[src/sv/grid_graph_edge_weight_builder_assert.svh]
// -----------------------------------------------------------------------------
// Assertion macros for the grid graph edge builder
// Clocked property checks; define NO_ASSERTIONS to compile them out.
// -----------------------------------------------------------------------------
`ifndef GRID_GRAPH_EDGE_WEIGHT_BUILDER_ASSERT_SVH
`define GRID_GRAPH_EDGE_WEIGHT_BUILDER_ASSERT_SVH

`ifndef NO_ASSERTIONS
// Check a property on every clock edge outside reset
`define GGEWB_ASSERT(label, clk, rst_n, prop, msg) \
    label: assert property (@(posedge clk) disable iff (!rst_n) (prop)) else $error(msg);
// Check a property on every clock edge, reset included
`define GGEWB_ASSERT_ALWAYS(label, clk, prop, msg) \
    label: assert property (@(posedge clk) (prop)) else $error(msg);
`else
`define GGEWB_ASSERT(label, clk, rst_n, prop, msg)
`define GGEWB_ASSERT_ALWAYS(label, clk, prop, msg)
`endif

`endif

[src/sv/ggewb_pkg.sv]
// -----------------------------------------------------------------------------
// ggewb_pkg
// Types, constants and control codes shared by the grid graph edge builder.
// -----------------------------------------------------------------------------
package ggewb_pkg;

    localparam int MAX_COLS_DEF = 256;
    localparam int MAX_ROWS_DEF = 256;

    localparam int CELL_W   = 16;
    localparam int NODE_W   = 16;
    localparam int SUM_W    = 17;
    localparam int REC_W    = 33;
    localparam int GRID_W_W = 9;

    localparam logic [GRID_W_W-1:0] GRID_W_RESET = 9'd256;

    // 2^33 / sum: 34 dividend bits, one per step
    localparam int DIV_STEPS = REC_W + 1;
    localparam int DIV_CNT_W = $clog2(DIV_STEPS);

    localparam int PADDR_W = 3;
    localparam int PDATA_W = 32;

    // Register index taken from the word address bits
    localparam logic [PADDR_W-3:0] REG_GRID_WIDTH = 1'b0;

    typedef enum logic [1:0] {
        EDGE_LEFT,
        EDGE_UP_LEFT,
        EDGE_UP,
        EDGE_UP_RIGHT
    } t_edge;

    localparam int NUM_EDGES = 4;

    typedef enum logic [2:0] {
        ST_IDLE,
        ST_RD_UP,
        ST_RD_UR,
        ST_UPDATE,
        ST_START,
        ST_DIV,
        ST_PUSH
    } t_state;

    typedef struct packed {
        logic [CELL_W-1:0] cell_weight;
        logic              frame_start;
    } t_in_item;

    typedef struct packed {
        logic [NODE_W-1:0] from_node;
        logic [NODE_W-1:0] to_node;
        logic [SUM_W-1:0]  weight_halves;
        logic [REC_W-1:0]  reciprocal_weight;
        logic              last_edge;
    } t_out_item;

    typedef struct packed {
        logic accept;
        logic rd_up;
        logic rd_ur;
        logic update;
        logic start;
        logic step;
        logic push;
    } t_dp_cmd;

    typedef struct packed {
        logic drop;
        logic any_edge;
        logic div_done;
        logic out_free;
        logic more;
    } t_dp_status;

endpackage

[src/sv/ggewb_ctrl.sv]
// -----------------------------------------------------------------------------
// ggewb_ctrl
// Sequencer: row store reads, state update, then one divide per edge.
// -----------------------------------------------------------------------------
module ggewb_ctrl (
    input  logic                  i_clk,
    input  logic                  i_rst_n,
    input  logic                  i_in_valid,
    input  ggewb_pkg::t_dp_status i_status,
    output ggewb_pkg::t_dp_cmd    o_cmd,
    output logic                  o_in_stall
);

    import ggewb_pkg::*;

    t_state r_state;
    t_state n_state;

    always_ff @(posedge i_clk) begin
        if (!i_rst_n) begin
            r_state <= ST_IDLE;
        end else begin
            r_state <= n_state;
        end
    end

    always_comb begin
        n_state    = r_state;
        o_cmd      = '0;
        o_in_stall = 1'b1;
        case (r_state)
            ST_IDLE: begin
                o_in_stall   = 1'b0;
                o_cmd.accept = i_in_valid;
                if (i_in_valid && !i_status.drop) begin
                    n_state = ST_RD_UP;
                end
            end
            ST_RD_UP: begin
                o_cmd.rd_up = 1'b1;
                n_state     = ST_RD_UR;
            end
            ST_RD_UR: begin
                o_cmd.rd_ur = 1'b1;
                n_state     = ST_UPDATE;
            end
            ST_UPDATE: begin
                o_cmd.update = 1'b1;
                n_state      = i_status.any_edge ? ST_START : ST_IDLE;
            end
            ST_START: begin
                o_cmd.start = 1'b1;
                n_state     = ST_DIV;
            end
            ST_DIV: begin
                o_cmd.step = 1'b1;
                if (i_status.div_done) begin
                    n_state = ST_PUSH;
                end
            end
            ST_PUSH: begin
                if (i_status.out_free) begin
                    o_cmd.push = 1'b1;
                    n_state    = i_status.more ? ST_START : ST_IDLE;
                end
            end
            default: begin
                n_state = ST_IDLE;
            end
        endcase
    end

endmodule

[config.mk]
export PLATFORM = sky130hd
export DESIGN_NAME = ggewb_ctrl
export DESIGN_NICKNAME = d
export VERILOG_FILES = /design/src/sv/grid_graph_edge_weight_builder_assert.svh /design/src/sv/ggewb_pkg.sv /design/src/sv/ggewb_ctrl.sv
export SDC_FILE = /design/constraint.sdc
export NUM_CORES = 1
export LEC_CHECK = 0
export ABC_CLOCK_PERIOD_IN_PS = 1100
export BUFFER_PORTS_ARGS = -buffer_cell sky130_fd_sc_hd__buf_2
export CAP_MARGIN = 10
export CORE_AREA = 4 4 41 43
export CTS_CLUSTER_DIAMETER = 40
export DETAILED_ROUTE_END_ITERATION = 16
export DIE_AREA = 0 0 45 47
export GPL_TIMING_DRIVEN = 1
export PLACE_DENSITY = 0.47
export SLEW_MARGIN = 20
export SYNTH_ARGS = -nofsm -noshare
export SYNTH_HDL_FRONTEND = slang
export SYNTH_SLANG_ARGS = --single-unit
[constraint.sdc]
create_clock -name i_clk -period 1.1 [get_ports i_clk]
set_input_delay 0.055 -clock i_clk [delete_from_list [all_inputs] [get_ports i_clk]]
set_output_delay 0.055 -clock i_clk [all_outputs]
set_load 0.02 [all_outputs]
Word level (Yosys, flattened, before mapping):

Index checks and enable logic that the tools add are counted.

* word-level logic and storage cells: 29
* output and inout bits: 8
* input bits: 8
* flip-flop bits (word level): 3

* muxes and demuxes: 15
* equality and inequality tests: 9
* reductions and logical operators: 4

Operators with widths (count)
* 3-bit one-hot mux with 7 select lines: 1
* 3-bit two-way mux: 5
* 3-bit equality test (second input constant): 3
* 1-bit two-way mux: 9
* 3-bit by 2-bit equality test with 1-bit output (second input constant): 2
* 2-bit inequality test (second input constant): 3
* 3-bit by 1-bit equality test with 1-bit output (second input constant): 1
* 3-bit logical NOT: 1
* 3-bit AND reduction: 1
* 1-bit logical AND: 1
* 1-bit logical NOT: 1

Longest topological paths before layout:

* word-level depth: 4
* depth in mapped cells: 4
* depth with buffers taken out: 4

Least setup slack after synthesis:

Ideal clock, no wire load.

* kind: register to output
* start point: reg r_state[0]
* end point: out o_cmd[6] in the netlist's numbering
* path buffers: 0
* setup slack: -0.046 ns
* data arrival time: 1.091 ns
* stages on the path, launching flop included: 3
* data required time: 1.045 ns
* cells stage by stage: dfxtp_1 or3_4 nor2_1

RTL lines
* start, declared: RTL line ggewb_ctrl.sv:16 `t_state r_state;`
* start signal, assigned: RTL line ggewb_ctrl.sv:23 `r_state <= n_state;`
* end, declared: RTL line ggewb_ctrl.sv:10 `output ggewb_pkg::t_dp_cmd o_cmd,`

==> flow_summary.json <==
{
  "cts_sinks": 3,
  "grt_max_degree": 8,
  "drtIter0Drc": 1,
  "dieArea_um2": 2120,
  "rsz0062_at_grt": "yes",
  "dieHeight_um": 47,
  "ant_nets": 0,
  "vias": 311,
  "yosysUniqueCellTypes": 18,
  "clk_path_buf_depth": 2,
  "ir_drop_mv": 0.731,
  "fin_crit_sh_pct": 114,
  "fill_cells": 146,
  "synth_nets": 39,
  "synth_enable_flop_cells": 0,
  "hold_viol": 0,
  "status": "finished, violations left",
  "die_w_um": 45,
  "slew_viol_final": 0,
  "post-route-util_pct": 39.2,
  "grt_pass1_vias": 273,
  "slew_headroom_pct": 86.4,
  "seq_area_frac_synth_pct": 25.8,
  "min_period_ns": 1.26,
  "num_antenna_cells": 0,
  "setup_viol": 9,
  "yosysMostFrequentCell": "nor2_1",
  "arrival_ns": 1.20,
  "swShare_pct": 41.2,
  "wl_per_cell_um": 10.1,
  "grt_usage_pct": 7.02,
  "p_sw_w": 0.000599,
  "netlist_instances": 31,
  "largest_reg_flops": 3,
  "crit_type": "flop to output pin",
  "p_clk_share_pct": 13.0,
  "pwr-share-seq_pct": 16.9,
  "path_max_fanout": 5,
  "violations": "negative setup slack",
  "clock_latency_ns": 0.23,
  "synth_top_cell_area_share_pct": 25.8,
  "worst_pin_slew_ns": 0.202,
  "powerDensity_nw_per_um2": 2850,
  "synth-main-ff-cell": "dfxtp_1",
  "hold_class": "input pin to flop",
  "async_reset_ff_share_pct": 0,
  "registers.top_by_ff_count": "r_state",
  "fin_worst_skew_ns": 0.000152,
  "start_util_pct": 17.9,
  "synth_common_cells": "4 x nor2_1, 3 x dfxtp_1, 3 x inv_1, 3 x nand2_1, 3 x nor3b_1",
  "syn_area_um2": 233,
  "cts_tree": "done",
  "htreeDepth": 1,
  "cts_root_buffer": "clkbuf_4",
  "core-area_um2": 1300,
  "io_buffers": 15,
  "wl_um": 758,
  "path_clk_slew_ns": 0.04,
  "power_leakage_nw": 0.255,
  "reg.largest.list": "r_state x3",
  "antenna_found_initial": 0,
  "intPower_w": 0.000856,
  "fmax_mhz": 795,
  "layout-drive-gt1-share_pct": 70.0,
  "fin_nets": 69,
  "grt_pass1_wl_um": 1010,
  "synthTopCellsByArea": "dfxtp_1 26%, nor3b_1 9.7%, nor2_1 6.5%",
  "synth_area_per_cell_um2": 7.51,
  "yosys_warnings": 0,
  "drv_cap": 0,
  "pin_count": 16,
  "numCtsBuffers": 3,
  "p_comb_share_pct": 70.1,
  "via_per_inst": 4.15,
  "row_count": 13,
  "synth_top_area_cell": "dfxtp_1",
  "dp_hpwl_um": 543,
  "ys_ff_latch": 3,
  "areaGrowthSynthToFinish_pct": 119,
  "cp-end-kind": "output pin",
  "start_kind": "flop",
  "drc": 0,
  "gp_congestion": 0.699,
  "place_ws_ns": -0.00118,
  "required_ns": 1.04,
  "drt_pass1_iterations": 3,
  "hold_buffers": 0,
  "worst_slack_ns": -0.157,
  "overflow": 0
}
## worst max-delay path: stages (launching register included)
cell and delay (ns):
dfxtp_4 0.35, or3_4 0.42, nor2_4 0.09, buf_6 0.12
## final timing paths
path | startpoint | end | slack [ns] | depth (start not counted)
setup / recovery | r_state[2] | o_cmd[6] | -0.16 | 3
hold / removal | i_rst_n | r_state[1] | 0.08 | 3
setup reg to reg | r_state[2] | r_state[2] | -0.11 | 4
hold reg to reg | r_state[0] | r_state[2] | 0.58 | 3
## power groups by stage
stage | logic, W | clock network [W] | registers, W
final | 0.00102 | 0.000189 | 0.000247
after global routing | 0.00110 | 0.000202 | 0.000258
after CTS | 0.000940 | 0.000196 | 0.000242
after detailed placement | 0.000709 | 0 | 0.000237
after global placement | 0.000715 | 0 | 0.000237
after floorplan | 0.000450 | 0 | 0.000229
## metrics by stage
stage               hold WS [ns]  total power (W)  cells  TNS (ns)  cell area (µm²)
global placement           0.319         0.000952     66   -0.0102              377
global route              0.0854          0.00156     75     -1.17              510
CTS                       0.0633          0.00138     74    -0.683              485
floorplan                  0.174         0.000679     31         0              245
finish                    0.0755          0.00145     75    -0.791              510
detailed placement         0.312         0.000946     66  -0.00195              377
## metal layers
layer  routed length (µm)  share of wire [%]  vias up  global-route usage [%]
met5                    0                  0        -                       0
met4                    0                  0        0                    5.26
met3                   53                7.0        0                    3.07
met2                  428                 56        6                    12.4
met1                  276                 36      138                    6.35
li1                     -                  -      167                       -
## final cells by class
type                            instances  area [µm²]  share of cell area [%]
Multi-Input combinational cell         25         201                    39.5
Sequential cell                         3        68.8                    13.5
Timing Repair Buffer                   25         184                    36.0
Inverter                                3        11.3                    2.21
Clock buffer                            4        26.3                    5.15
Tap cell                               15        18.8                    3.68
## cell usage in the layout (no fill, tap or decap), types with 2 or more instances in the layout
cell	n
and2_4	2
buf_2	9
buf_4	11
buf_6	5
clkbuf_4	3
dfxtp_4	2
inv_1	2
nand2_1	2
nor2_1	3
nor3b_2	2
o21ai_0	2
## repair_timing
item                                    4_1_cts  5_1_grt
endpoints found under the setup margin       11       10
pin swaps                                     4        5
resized for setup                            19        5
hold endpoints to repair                      0        0
buffers inserted                              4        2
## cell families (layout without fill, tap and decap cells)
group	Yosys count	in the layout	synth area share [%]
AO/OA/AOI/OAI	8	8	22.0
buffers and inverters	3	32	4.84
AND/OR/NAND/NOR	17	17	47.3
flip-flops	3	3	25.8
(Power assumes the default switching activity.)
